**config.mk**
```make
export PLATFORM = sky130hd
export DESIGN_NAME = adv_report_target_filter
export DESIGN_NICKNAME = d
export VERILOG_FILES = /design/src/rtl/adv_rtf_pkg.sv /design/src/rtl/adv_rtf_cfg.sv /design/src/rtl/adv_rtf_parser.sv /design/src/rtl/adv_report_target_filter.sv
export VERILOG_INCLUDE_DIRS = /design/src /design/src/rtl
export SDC_FILE = /design/constraint.sdc
export NUM_CORES = 1
export LEC_CHECK = 0
export BUFFER_PORTS_ARGS = -buffer_cell sky130_fd_sc_hd__buf_2
export CORE_ASPECT_RATIO = 1.4
export CORE_UTILIZATION = 60
export DETAILED_ROUTE_END_ITERATION = 8
export HOLD_SLACK_MARGIN = 0.05
export PLACE_DENSITY_LB_ADDON = 0.25
export SYNTH_ARGS = -nofsm -noshare
export SYNTH_HDL_FRONTEND = slang
export SYNTH_SLANG_ARGS = --single-unit
```
**constraint.sdc**
```tcl
create_clock -name clock -period 8.2 [get_ports clock]
set_clock_uncertainty 0.15 [all_clocks]
set_input_delay 0.82 -clock clock [delete_from_list [all_inputs] [get_ports clock]]
set_output_delay 0.82 -clock clock [all_outputs]
set_load 0.01 [all_outputs]
```
**src/rtl/assert_macros.svh**
```systemverilog
// ---------------------------------------------------------------------------
// assertion macros
// shared concurrent assertion helpers for the report filter rtl
// ---------------------------------------------------------------------------
`ifndef ASSERT_MACROS_SVH
`define ASSERT_MACROS_SVH

`ifndef ASSERT_OFF

`define ASSERT_IMPLY(lbl, clk, rst, ante, cons) \
   lbl: assert property (@(posedge clk) disable iff (rst) (ante) |-> (cons)) \
      else $error("assertion failed");

`define ASSERT_NEVER(lbl, clk, rst, cond) \
   lbl: assert property (@(posedge clk) disable iff (rst) !(cond)) \
      else $error("assertion failed");

`else

`define ASSERT_IMPLY(lbl, clk, rst, ante, cons)

`define ASSERT_NEVER(lbl, clk, rst, cond)

`endif

`endif

```
**src/rtl/adv_rtf_pkg.sv**
```systemverilog
// ---------------------------------------------------------------------------
// advertising report target filter package
// shared types and constants of the report filter
// ---------------------------------------------------------------------------
`default_nettype none

package adv_rtf_pkg;

   localparam logic [7:0] TYPE_NAME_COMPLETE = 8'h09;
   localparam logic [7:0] TYPE_NAME_SHORT    = 8'h08;
   localparam logic [7:0] TYPE_MANUF         = 8'hFF;
   localparam logic [7:0] MANUF_MIN_LEN      = 8'd7;
   localparam logic [7:0] ADDR_BYTES         = 8'd6;
   localparam logic [7:0] NAME_BYTES_STORED  = 8'd16;

   localparam logic [1:0] CSR_TARGET_MAC      = 2'd0;
   localparam logic [1:0] CSR_NAME_LENGTH     = 2'd1;
   localparam logic [1:0] CSR_NAME_BYTES_LOW  = 2'd2;
   localparam logic [1:0] CSR_NAME_BYTES_HIGH = 2'd3;

   typedef struct packed {
      logic [47:0]  target_mac;
      logic [4:0]   name_length;
      logic [127:0] name_bytes;
   } cfg_type;

   typedef struct packed {
      logic name_match;
      logic manuf_match;
      logic addr_match;
      logic target_found;
   } result_type;

endpackage

`default_nettype wire

```
**src/rtl/adv_rtf_cfg.sv**
```systemverilog
// ---------------------------------------------------------------------------
// report filter configuration registers
// write-only register file holding target address and wanted name
// ---------------------------------------------------------------------------
`default_nettype none

module adv_rtf_cfg (
   input  wire logic                 clock,
   input  wire logic                 reset,
   input  wire logic                 csr_wr_en,
   input  wire logic [1:0]           csr_index,
   input  wire logic [63:0]          csr_wr_data,
   output adv_rtf_pkg::cfg_type      cfg
);

   logic [47:0] target_mac_ff,  target_mac_in;
   logic [4:0]  name_length_ff, name_length_in;
   logic [63:0] name_low_ff,    name_low_in;
   logic [63:0] name_high_ff,   name_high_in;

   always_comb begin
      target_mac_in  = target_mac_ff;
      name_length_in = name_length_ff;
      name_low_in    = name_low_ff;
      name_high_in   = name_high_ff;
      if (csr_wr_en) begin
         case (csr_index)
            adv_rtf_pkg::CSR_TARGET_MAC:      target_mac_in  = csr_wr_data[47:0];
            adv_rtf_pkg::CSR_NAME_LENGTH:     name_length_in = csr_wr_data[4:0];
            adv_rtf_pkg::CSR_NAME_BYTES_LOW:  name_low_in    = csr_wr_data;
            adv_rtf_pkg::CSR_NAME_BYTES_HIGH: name_high_in   = csr_wr_data;
            default: ;
         endcase
      end
   end

   always_ff @(posedge clock) begin
      if (reset) begin
         target_mac_ff  <= '0;
         name_length_ff <= 5'd1;
         name_low_ff    <= '0;
         name_high_ff   <= '0;
      end else begin
         target_mac_ff  <= target_mac_in;
         name_length_ff <= name_length_in;
         name_low_ff    <= name_low_in;
         name_high_ff   <= name_high_in;
      end
   end

   assign cfg.target_mac  = target_mac_ff;
   assign cfg.name_length = name_length_ff;
   assign cfg.name_bytes  = {name_high_ff, name_low_ff};

endmodule

`default_nettype wire

```
**src/rtl/adv_rtf_parser.sv**
```systemverilog
// ---------------------------------------------------------------------------
// report filter structure parser
// walks length-type-data structures one byte per cycle while step_valid is high and builds the result
// ---------------------------------------------------------------------------
`default_nettype none

`include "assert_macros.svh"

module adv_rtf_parser #(
   parameter int MAX_NAME_BYTES = 16
) (
   input  wire logic                 clock,
   input  wire logic                 reset,
   input  wire logic                 step_valid,
   input  wire logic [7:0]           data_byte,
   input  wire logic                 report_last,
   input  wire logic [47:0]          peer_addr,
   input  wire adv_rtf_pkg::cfg_type cfg,
   output adv_rtf_pkg::result_type   result
);

   localparam logic [4:0] MaxLen = 5'(MAX_NAME_BYTES);

   logic [7:0] bis_ff,     bis_in;
   logic [7:0] len_ff,     len_in;
   logic [7:0] type_ff,    type_in;
   logic       stopped_ff, stopped_in;
   logic       equal_ff,   equal_in;
   logic       name_ff,    name_in;
   logic       manuf_ff,   manuf_in;

   logic [4:0] eff_len;
   logic [7:0] data_idx;
   logic [7:0] name_ref;
   logic [7:0] mac_ref;
   logic [7:0] cur_type;
   logic       cur_is_name;
   logic       equal_v;
   logic       name_v;
   logic       manuf_v;
   logic       addr_v;

   assign eff_len     = (cfg.name_length > MaxLen) ? MaxLen : cfg.name_length;
   assign data_idx    = bis_ff - 8'd2;
   assign cur_type    = (bis_ff == 8'd1) ? data_byte : type_ff;
   assign cur_is_name = (cur_type == adv_rtf_pkg::TYPE_NAME_COMPLETE) ||
                        (cur_type == adv_rtf_pkg::TYPE_NAME_SHORT);
   assign addr_v      = (peer_addr == cfg.target_mac);

   always_comb begin
      name_ref = '0;
      if (data_idx < adv_rtf_pkg::NAME_BYTES_STORED) begin
         name_ref = cfg.name_bytes[{data_idx[3:0], 3'b000} +: 8];
      end
   end

   always_comb begin
      case (data_idx[2:0])
         3'd0:    mac_ref = cfg.target_mac[7:0];
         3'd1:    mac_ref = cfg.target_mac[15:8];
         3'd2:    mac_ref = cfg.target_mac[23:16];
         3'd3:    mac_ref = cfg.target_mac[31:24];
         3'd4:    mac_ref = cfg.target_mac[39:32];
         3'd5:    mac_ref = cfg.target_mac[47:40];
         default: mac_ref = '0;
      endcase
   end

   always_comb begin
      bis_in     = bis_ff;
      len_in     = len_ff;
      type_in    = type_ff;
      stopped_in = stopped_ff;
      equal_in   = equal_ff;
      name_v     = name_ff;
      manuf_v    = manuf_ff;
      equal_v    = equal_ff;
      if (step_valid && !stopped_ff) begin
         if (bis_ff == 8'd0) begin
            if (data_byte == 8'd0) begin
               stopped_in = 1'b1;
            end else begin
               len_in = data_byte;
               bis_in = 8'd1;
            end
         end else begin
            if (bis_ff == 8'd1) begin
               type_in = data_byte;
               equal_v = 1'b1;
            end else if (cur_is_name) begin
               if ((data_idx < {3'b000, eff_len}) && (data_byte != name_ref)) begin
                  equal_v = 1'b0;
               end
            end else if (cur_type == adv_rtf_pkg::TYPE_MANUF) begin
               if ((data_idx < adv_rtf_pkg::ADDR_BYTES) && (data_byte != mac_ref)) begin
                  equal_v = 1'b0;
               end
            end
            equal_in = equal_v;
            if (bis_ff == len_ff) begin
               if (cur_is_name && (len_ff == ({3'b000, eff_len} + 8'd1))) begin
                  name_v = equal_v;
               end else if ((cur_type == adv_rtf_pkg::TYPE_MANUF) &&
                            (len_ff >= adv_rtf_pkg::MANUF_MIN_LEN)) begin
                  manuf_v = equal_v;
               end
               bis_in = 8'd0;
            end else begin
               bis_in = bis_ff + 8'd1;
            end
         end
      end
      name_in  = name_v;
      manuf_in = manuf_v;
      if (step_valid && report_last) begin
         bis_in     = 8'd0;
         stopped_in = 1'b0;
         equal_in   = 1'b1;
         name_in    = 1'b0;
         manuf_in   = 1'b0;
      end
   end

   assign result.name_match   = name_v;
   assign result.manuf_match  = manuf_v;
   assign result.addr_match   = addr_v;
   assign result.target_found = name_v && (manuf_v || addr_v);

   always_ff @(posedge clock) begin
      if (reset) begin
         bis_ff     <= '0;
         len_ff     <= '0;
         type_ff    <= '0;
         stopped_ff <= 1'b0;
         equal_ff   <= 1'b1;
         name_ff    <= 1'b0;
         manuf_ff   <= 1'b0;
      end else begin
         bis_ff     <= bis_in;
         len_ff     <= len_in;
         type_ff    <= type_in;
         stopped_ff <= stopped_in;
         equal_ff   <= equal_in;
         name_ff    <= name_in;
         manuf_ff   <= manuf_in;
      end
   end

   `ASSERT_IMPLY(a_bis_within_len, clock, reset, bis_ff != 8'd0, bis_ff <= len_ff)
   `ASSERT_IMPLY(a_stopped_at_boundary, clock, reset, stopped_ff, bis_ff == 8'd0)

endmodule

`default_nettype wire

```
**src/rtl/adv_report_target_filter.sv**
```systemverilog
// ---------------------------------------------------------------------------
// advertising report target filter
// streams an advertising report and flags name, manufacturer and address hits
// ---------------------------------------------------------------------------
// One report byte is taken per clock cycle, back to back, with no gap between
// reports. Each byte is registered at the input and then parsed from the input
// register by the structure walker; a result is produced only for the byte
// marked tlast and is registered on the response channel when that byte is
// parsed. The response register keeps the input side running while a result
// waits; the request side stalls only while a last byte is held in the input
// register and the previous result is still untaken.
`default_nettype none

`include "assert_macros.svh"

module adv_report_target_filter #(
   parameter int MAX_NAME_BYTES = 16
) (
   input  wire logic        clock,
   input  wire logic        reset,
   input  wire logic        req_tvalid,
   output      logic        req_tready,
   input  wire logic [55:0] req_tdata,   // data_byte, peer_addr
   input  wire logic        req_tlast,   // report_last
   output      logic        rsp_tvalid,
   input  wire logic        rsp_tready,
   output      logic [7:0]  rsp_tdata,   // name_match, manuf_match, addr_match,
                                         // target_found, zero pad
   input  wire logic        csr_wr_en,
   input  wire logic [1:0]  csr_index,
   input  wire logic [63:0] csr_wr_data
);

   adv_rtf_pkg::cfg_type    cfg;
   adv_rtf_pkg::result_type result;

   logic        in_valid_ff, in_valid_in;
   logic [7:0]  in_byte_ff;
   logic        in_last_ff;
   logic [47:0] in_peer_ff;
   logic        rsp_valid_ff, rsp_valid_in;
   adv_rtf_pkg::result_type rsp_data_ff, rsp_data_in;

   logic step;
   logic accept;

   assign step       = in_valid_ff && (!in_last_ff || !rsp_valid_ff || rsp_tready);
   assign req_tready = !in_valid_ff || step;
   assign accept     = req_tvalid && req_tready;

   adv_rtf_cfg u_cfg (
      .clock       (clock),
      .reset       (reset),
      .csr_wr_en   (csr_wr_en),
      .csr_index   (csr_index),
      .csr_wr_data (csr_wr_data),
      .cfg         (cfg)
   );

   adv_rtf_parser #(
      .MAX_NAME_BYTES (MAX_NAME_BYTES)
   ) u_parser (
      .clock       (clock),
      .reset       (reset),
      .step_valid  (step),
      .data_byte   (in_byte_ff),
      .report_last (in_last_ff),
      .peer_addr   (in_peer_ff),
      .cfg         (cfg),
      .result      (result)
   );

   always_comb begin
      in_valid_in = in_valid_ff;
      if (accept) begin
         in_valid_in = 1'b1;
      end else if (step) begin
         in_valid_in = 1'b0;
      end
   end

   always_comb begin
      rsp_valid_in = rsp_valid_ff;
      rsp_data_in  = rsp_data_ff;
      if (step && in_last_ff) begin
         rsp_valid_in = 1'b1;
         rsp_data_in  = result;
      end else if (rsp_tready) begin
         rsp_valid_in = 1'b0;
      end
   end

   always_ff @(posedge clock) begin
      if (reset) begin
         in_valid_ff  <= 1'b0;
         rsp_valid_ff <= 1'b0;
      end else begin
         in_valid_ff  <= in_valid_in;
         rsp_valid_ff <= rsp_valid_in;
      end
   end

   always_ff @(posedge clock) begin
      if (accept) begin
         in_byte_ff <= req_tdata[7:0];
         in_peer_ff <= req_tdata[55:8];
         in_last_ff <= req_tlast;
      end
      rsp_data_ff <= rsp_data_in;
   end

   assign rsp_tvalid = rsp_valid_ff;
   assign rsp_tdata  = {4'b0000,
                        rsp_data_ff.target_found,
                        rsp_data_ff.addr_match,
                        rsp_data_ff.manuf_match,
                        rsp_data_ff.name_match};

   `ASSERT_IMPLY(a_stall_only_when_full, clock, reset, !req_tready, in_valid_ff)
   `ASSERT_IMPLY(a_found_consistent, clock, reset, rsp_valid_ff,
      rsp_data_ff.target_found == (rsp_data_ff.name_match &&
      (rsp_data_ff.manuf_match || rsp_data_ff.addr_match)))
   `ASSERT_NEVER(a_no_overwrite, clock, reset,
      step && in_last_ff && rsp_valid_ff && !rsp_tready)

endmodule

`default_nettype wire
```
# After elaboration in Yosys (flattened, before gate mapping)
# Index checks and enable logic that the tools add are counted.
# Widths: inputs -> output; s select.
# word_totals
latchBits,0
ff_bits,272
wordCells,107
n_memories,0
output_inout_bits,10
ram_bits,0
rom_bits,0
# classes
mux,25
div,0
reduce_logical,33
addsub,3
n_shift,1
order_cmp,5
bitwise,2
eq_ne,18
mul,0
# ops
cell,count
$shiftx 128x8->8,1
$eq 48x48->1,1
$pmux 8 s6,1
$mux 8,5
$mux 1,18
$eq 8x4->1 const B,2
$eq 8x8->1,2
$logic_not 8->1,2
$ne 8x8->1,2
$reduce_and 2->1,6
$logic_and 1x1->1,9
$add 8x1->8 const B,1
$eq 8x1->1 const B,1
$eq 8x8->1 const B,1
$ge 8x3->1 const B,1
$lt 8x3->1 const B,1
$lt 8x5->1,1
$lt 8x5->1 const B,1
$sub 8x2->8 const B,1
$add 5x1->6 const B,1
$eq 3x2->1 const B,2
$eq 3x3->1 const B,2
$reduce_and 3->1,2
$gt 5x5->1 const B,1
other kinds (12),22

# Depth between registers and ports, before layout
# Gate-level depths: netlist of the first run.
# depth
ltp_word,16
depth_mapped,15
depth_no_buf,11

# Modules after synthesis
# From an unflattened synthesis of the first run, not the netlist that was laid out.
# hier_totals
hier_cells,1221
hier_area_um2,13380.3
# by_module_without_submodules
mod,seq_area_each_um2,n_inst,area_per_inst_um2,cells_each
adv_rtf_cfg,3623.5,1,7234.4,660
adv_rtf_parser,560.5,1,4176.5,483
adv_report_target_filter,1871.8,1,1969.4,78

# Worst setup path after synthesis of the first run
# No wires, ideal clock.
# synth_timing
path_type,flip-flop to flip-flop
startpoint,reg u_parser.bis_ff[1]
endpoint,reg rsp_data_ff (netlist bit rsp_tdata[1]) (data pin)
t_required_ns,7.901
path_slack_ns,4.789
t_arrival_ns,3.113
path_stages_with_launch,15
period_less_slack_ns,3.411
cell_sequence,dfxtp_1 > buf_6 > buf_8 > buf_6 > inv_1 > ha_1 > buf_6 > mux2_4 > a222oi_1 > xnor2_1 > nor4_1 > a21oi_1 > nor4_2 > a21oi_2 > mux2i_1
# synth_rtl
element,line,text
"start, declared",adv_rtf_parser.sv:24,"logic [7:0] bis_ff, bis_in;"
"start signal, assigned",adv_rtf_parser.sv:139,bis_ff <= bis_in;
"end signal, assigned",adv_report_target_filter.sv:109,rsp_data_ff <= rsp_data_in;
"end, declared",adv_report_target_filter.sv:42,"adv_rtf_pkg::result_type rsp_data_ff, rsp_data_in;"

==> impl_metrics.py, run 1 <==
metrics = {
    "place": {
        "gp_congestion": 0.9431,
        "hpwl_mm": 25.52,
        "io_buffers": 133,
        "dp.cells": 1656,
    },
    "drt": {
        "wirelength_mm": 35.82,
        "vias_per_cell": 6.076,
        "drt_iter0_markers": 1003,
        "vias": 10350,
        "postRouteAntennaNets": 0,
        "drcViolationCount": 0,
        "drt_pass1_iterations": 6,
        "wl_per_cell_um": 21.02,
    },
    "job": {
        "maxCapViolCount": 0,
    },
    "yosys": {
        "synth_seq_cells": 272,
        "syn_inst": 1359,
        "ys_seq_area_share_pct": 49.22,
        "syn_area_per_cell_um2": 9.053,
        "yosys_warnings": 0,
        "synth-compound-area-share_pct": 13.66,
        "synthSimpleGateAreaFrac_pct": 18.15,
        "synth_top_area_share_pct": 34.33,
        "synth_top_area_cell": "dfxtp_1",
        "synth.area.top_cells": "dfxtp_1 34%, edfxtp_1 15%, nand2_1 11%, a21oi_1 8.1%, xor2_1 4.6%",
        "synth-edff-count": 61,
        "ys_async_sr_fraction_pct": 0,
        "synth_ff_type": "dfxtp_1",
        "synthMuxAreaShare_pct": 8.573,
        "synth.distinct_cells": 74,
        "synth_top_family_by_area": "simple AND/OR/NAND/NOR gates",
        "synth_xor_area_share_pct": 5.187,
        "synth-adder-area-share_pct": 1.017,
        "synth.cell_area_um2": 12300,
    },
    "clock_tree": {
        "cts_buffer_depth": 3,
        "cts_num_sinks": 272,
        "clk_latency_ps": 530,
        "clkTransAtPathRegs_ps": 70,
        "cts_resized": 0,
        "cts_setup_buffers": 0,
        "ctsHtreeMaxLevel": 1,
        "cts_buffers": 26,
        "cts_hold_buf": 0,
        "cts_root_buf": "clkbuf_16",
        "cts_tree": "yes",
    },
    "floorplan": {
        "start_util_pct": 61.53,
        "dieHeight_um": 171.4,
        "ios": 138,
        "placementRows": 61,
        "core_area_um2": 20000,
        "fp.dieArea_um2": 21090,
        "die_w_um": 123.0,
    },
    "setup_path": {
        "cp-start-kind": "flip-flop",
        "worstPathRequired_ps": 8430,
        "path_class": "reg2reg",
        "critical_path.max_fanout": 33,
        "ff2ff_path_depth": 10,
        "arrival_ps": 4300,
        "end_kind": "flip-flop",
    },
    "finish": {
        "fillers": 1568,
        "seq_area_um2": 6058,
        "area_growth_pct": 13.32,
        "layout.cells.non_filler": 1704,
        "drive_above_1_share_pct": 16.25,
        "multi_input_area_um2": 5767,
        "nets": 1570,
        "num_antenna_cells": 0,
    },
    "min_path": {
        "min_path_type": "reg2reg",
        "whs_path_depth": 2,
    },
    "timing": {
        "setup_viol": 0,
        "hold_viol": 0,
        "drv_slew": 0,
        "max_freq_mhz": 245.7,
        "min_period_ps": 4070,
        "finalSetupTns_ps": 0,
        "post-route-period-util_pct": 49.64,
        "slew_headroom_pct": 26.55,
        "worstMarginPinSlew_ps": 1102,
        "rsz0062_at_grt": "no",
    },
    "global_route": {
        "grt_overflow": 0,
        "grt_pass1_vias": 9629,
        "antenna_found_initial": 0,
        "grt_max_degree": 103,
        "grt_pass1_wl_mm": 54.08,
        "grt_usage_pct": 34.38,
    },
    "pwr": {
        "power_density_nw_per_um2": 220.1,
        "p_leak_nw": 5.284,
        "vdd_ir_drop_max_mv": 0.2004,
    },
    "status": {
        "outcome": "finished clean",
    },
}
final cells by class:
| type | count | share of cell area [%] |
|---|---|---|
| flip-flops and latches | 272 | 43.45 |
| multi-input cells | 973 | 41.36 |
| clock buffers | 33 | 5.376 |
| repair buffers | 142 | 5.304 |
| well taps | 252 | 2.262 |
| clock inverters | 15 | 1.786 |
| inverters | 17 | 0.4577 |
stage by stage:
stage	power (mW)	area (um2)	util [%]	hold WS (ps)	setup slack, ps
after detailed placement	1.716	12940	64.73	295.7	4194
after floorplan	1.616	12310	-	277.8	4789
after global routing	3.154	13940	69.72	296.2	3850
final	3.069	13940	69.72	302.8	4130
after global placement	1.711	12940	64.73	289.0	4265
after CTS	3.072	13940	69.72	297.7	4140
logic make-up (layout without fill, tap and decap cells):
logic type	Yosys count	in the layout
AO/OA/AOI/OAI	291	291
XOR/XNOR	72	72
adder cells (fa/ha/maj)	10	10
buffers and inverters	117	207
flip-flops	272	272
multiplexers	72	72
other	1	4
AND/OR/NAND/NOR	524	524
sequential cells by signal, indices dropped and copies added, names as in the netlist, 8 cells and up:
name,cells
in_peer_ff,48
u_cfg.target_mac_ff,48
u_parser.type_ff,8
u_parser.len_ff,8
u_cfg.name_high_ff,64
u_parser.bis_ff,8
in_byte_ff,8
u_cfg.name_low_ff,64
worst max-delay path, stage by stage, from the launching register on:
cell	delay, ps
dfxtp_2	990
inv_2	280
ha_1	470
a22o_1	290
a222oi_1	310
xnor2_1	110
nor4_1	400
a21oi_1	210
a311oi_1	350
a21oi_2	140
mux2i_1	180
where the power goes:
group	total, mW	leakage, nW	switching (mW)	internal (mW)
registers	1.47	2.31	0.0534	1.42
logic	0.218	2.48	0.133	0.0855
clock network	1.38	0.488	0.513	0.864
metal layers:
metal	part of all wire (%)	track usage, %	routed length (um)	up-vias
met5	0	0	0	-
met4	7.4	22.05	2648	0
met3	5.9	4.476	2096	135
met2	49	58.30	17590	440
met1	38	40.75	13490	4925
li1	-	-	-	4853
layout by cell type, fill, tap and decap left out, drive strengths merged, types with 11 or more instances in the layout:
master,n
edfxtp,61
nand2,372
nand3,14
clkbuf,33
o21ai,18
a31oi,11
mux4,25
a22oi,24
nor4,19
mux2i,39
nor2,53
dfxtp,211
xor2,64
inv,17
a21oi,199
buf,142
path summary, 6_finish.rpt:
| path | start | end | slack, ps |
|---|---|---|---|
| hold reg to reg | u_cfg.name_low_ff[49] | u_cfg.name_low_ff[49] | 300 |
| hold / removal | u_cfg.name_low_ff[49] | u_cfg.name_low_ff[49] | 300 |
| setup / recovery | u_parser.bis_ff[0] | rsp_tdata[1] | 4130 |
| setup reg to reg | u_parser.bis_ff[0] | rsp_tdata[1] | 4130 |
synth_stat cells (8+ instances only):
| cell type | instances |
|---|---|
| nand4_1 | 10 |
| edfxtp_1 | 61 |
| nor2_1 | 53 |
| a21oi_1 | 198 |
| a31oi_1 | 11 |
| o21ai_0 | 16 |
| nor3_1 | 9 |
| xor2_1 | 64 |
| nor4_1 | 18 |
| inv_1 | 16 |
| a22oi_1 | 24 |
| mux4_2 | 23 |
| nand2_1 | 372 |
| nand3_1 | 14 |
| dfxtp_1 | 211 |
| clkbuf_1 | 77 |
| a221oi_1 | 8 |
| mux2i_1 | 39 |
| ha_1 | 10 |
No activity file was read; power rests on OpenSTA's default activity.
==> run 2, diff against run 1 <==
- ABC_AREA: default -> 1
- CORE_UTILIZATION: 60 -> 53
- clock period: 8.2 -> 3.7 ns (I/O delays scaled with it)
==> run 2 against run 1 <==
Register-to-register slack worse by 3600 ps. Largest power group unchanged. Worst setup slack got worse by 3600 ps. Critical endpoint is now rsp_tdata[3]. Final cell count rose by 29%. Area after synthesis is 2.5% higher. First-iteration DRC count is 30% higher. Worst hold slack worse by 170 ps. Via count up 23%. Fmax increased by 30%. Clock power increased by 100%. Largest cell class unchanged.
==> impl_metrics.py, run 2 <==
metrics = {
    "timing": {
        "max_freq_mhz": 320.0,
        "setup_ws_ps": 575.2,
        "worstMarginPinSlew_ps": 741.4,
        "min_period_ps": 3125,
        "holdWs_ps": 130.8,
        "drv_slew": 0,
        "setup_viol": 0,
        "rsz0062_at_grt": "no",
        "slew_headroom_pct": 50.57,
        "post-route-period-util_pct": 84.45,
        "hold_viol": 0,
        "finalSetupTns_ps": 0,
    },
    "floorplan": {
        "dieHeight_um": 184.5,
        "core_area_um2": 23290,
        "placementRows": 66,
        "ios": 138,
        "die_w_um": 132.4,
        "start_util_pct": 54.14,
        "fp.dieArea_um2": 24420,
    },
    "finish": {
        "drive_above_1_share_pct": 12.49,
        "layout.cells.non_filler": 2204,
        "num_antenna_cells": 0,
        "final_common_cell": "nand2_1",
        "final_cell_mix": "315 x nand2_1, 218 x nor2_1, 210 x dfxtp_1",
        "largest_registers": "u_cfg.name_high_ff (64), u_cfg.name_low_ff (64)",
        "stdcell_area_um2": 15560,
        "final_util_pct": 66.83,
        "nets": 2014,
        "area_growth_pct": 23.44,
    },
    "yosys": {
        "synth.cell_area_um2": 12610,
        "synth.area.top_cells": "dfxtp_1 34%, edfxtp_1 15%, nand2_1 9.4%, nand3_1 7.9%, nor2_1 6.5%",
        "synth_seq_cells": 272,
        "ys_async_sr_fraction_pct": 0,
        "syn_area_per_cell_um2": 7.576,
        "synthTopCellsByCount": "317 x nand2_1, 219 x nor2_1, 211 x dfxtp_1, 200 x nand3_1, 158 x o21ai_0",
        "synth_top_area_share_pct": 33.51,
        "synth.distinct_cells": 43,
        "syn_inst": 1664,
        "yosys_warnings": 0,
        "synth_ff_type": "dfxtp_1",
        "ys_seq_area_share_pct": 48.03,
        "synth_top_area_cell": "dfxtp_1",
        "synth.most_common_cell": "nand2_1",
        "synth-edff-count": 61,
    },
    "min_path": {
        "min_path_type": "in2reg",
    },
    "place": {
        "gp_congestion": 0.9975,
        "io_buffers": 133,
        "hpwl_mm": 28.40,
        "dp.cells": 2028,
        "placed_area_um2": 13440,
        "dpl_worst_slack_ps": 679.5,
    },
    "clock_tree": {
        "clkTransAtPathRegs_ps": 70,
        "cts_tree": "yes",
        "cts_num_sinks": 272,
        "cts_root_buf": "clkbuf_16",
        "cts_buffer_depth": 3,
        "cts_resized": 0,
        "ctsHtreeMaxLevel": 1,
        "cts_buffers": 28,
        "clk_latency_ps": 560,
    },
    "setup_path": {
        "arrival_ps": 3300,
        "end_kind": "flip-flop",
        "cp-start-kind": "flip-flop",
        "worstPathRequired_ps": 3870,
        "critical_path.max_fanout": 17,
        "path_class": "reg2reg",
    },
    "drt": {
        "drt_iter0_markers": 1307,
        "vias_per_cell": 5.800,
        "wirelength_mm": 43.03,
        "drt_pass1_iterations": 8,
        "postRouteAntennaNets": 0,
        "drcViolationCount": 0,
        "vias": 12780,
        "wl_per_cell_um": 19.52,
    },
    "pwr": {
        "pwr-share-clk_pct": 40.6,
        "p_sw_mw": 1.775,
        "p_int_mw": 5.053,
        "power_density_nw_per_um2": 438.8,
        "swShare_pct": 26.00,
        "totalPowerFinal_mw": 6.828,
        "p_leak_nw": 6.236,
        "vdd_ir_drop_max_mv": 0.3472,
        "p_comb_share_pct": 11.4,
        "seqPwrFrac_pct": 48.1,
    },
    "global_route": {
        "grt_max_degree": 65,
        "grt_pass1_wl_mm": 66.15,
        "antenna_found_initial": 0,
        "grt_overflow": 0,
        "grt_usage_pct": 35.03,
        "grt_pass1_vias": 12180,
    },
    "job": {
        "maxCapViolCount": 0,
    },
    "status": {
        "outcome": "finished clean",
    },
}
-- run 2: cell types whose count changed after synthesis, moves of 16 or more --
cell     delta
nand3_1   +186
nor2_1    +166
o21ai_0   +142
inv_1      +80
a21oi_1    -66
nand2_1    -55
xor2_1     -44
mux2i_1    -39
a22oi_1    -24
mux4_2     -23
xnor2_1    +23
nand4_1    +16
-- run 2: timing repair --
| action | CTS | global route |
|---|---|---|
| setup buffers | 0 | 0 |
| endpoints found under the hold margin | 216 | 0 |
| hold buffers | 124 | 0 |
-- run 2: cell families after synthesis --
group | share of synthesized area [%]
AND/OR/NAND/NOR | 27.66
AO/OA/AOI/OAI | 12.99
flip-flops | 48.03
buffers and inverters | 6.600
XOR/XNOR | 3.692
adder cells (fa/ha/maj) | 0.9925
other | 0.02975
-- run 2: path summary, 6_finish.rpt --
| check | from | end | slack [ps] | cells past startpoint |
|---|---|---|---|---|
| setup / recovery | u_parser.bis_ff[0] | rsp_tdata[3] | 580 | 16 |
| hold reg to reg | u_cfg.name_high_ff[23] | u_cfg.name_high_ff[23] | 300 | 2 |
| setup reg to reg | u_parser.bis_ff[0] | rsp_tdata[3] | 580 | 16 |
| hold / removal | csr_index[1] | u_cfg.name_length_ff[0] | 130 | 4 |
-- run 2: layer usage --
| layer | GRT usage [%] | share of wire (%) |
|---|---|---|
| met1 | 40.57 | 37 |
| met4 | 21.52 | 6.1 |
| met2 | 60.32 | 49 |
| met5 | 0 | 0 |
| met3 | 6.078 | 8.5 |
-- run 2: area by class of cell --
type,instances,area [um2]
timing repair buffer,278,2090
clock inverter,8,73.82
clock buffer,44,810.8
fill,1997,7725
inverter,108,405.4
tap,306,382.9
sequential,272,6057
multi-input combinational,1188,5743
-- run 2: critical path: stages, from the launching register on --
cell and delay (ps):
dfxtp_2 590, ha_1 330, inv_1 80, nor3_1 180, nand2_2 210, a21oi_2 250
nand4_1 120, nor2_1 200, nand3b_1 140, nor2_1 110, nand2_1 80, nand2_1 90
nand2_2 80, nand2_2 90, nand3_1 70, nand2_1 60, inv_1 40
-- run 2: power groups by stage --
stage	logic [mW]	clock network, mW	registers [mW]
final	0.777	2.77	3.28
after detailed placement	0.650	0	3.34
after CTS	0.753	2.77	3.28
after floorplan	0.412	0	3.30
after global routing	0.840	2.90	3.29
after global placement	0.636	0	3.34
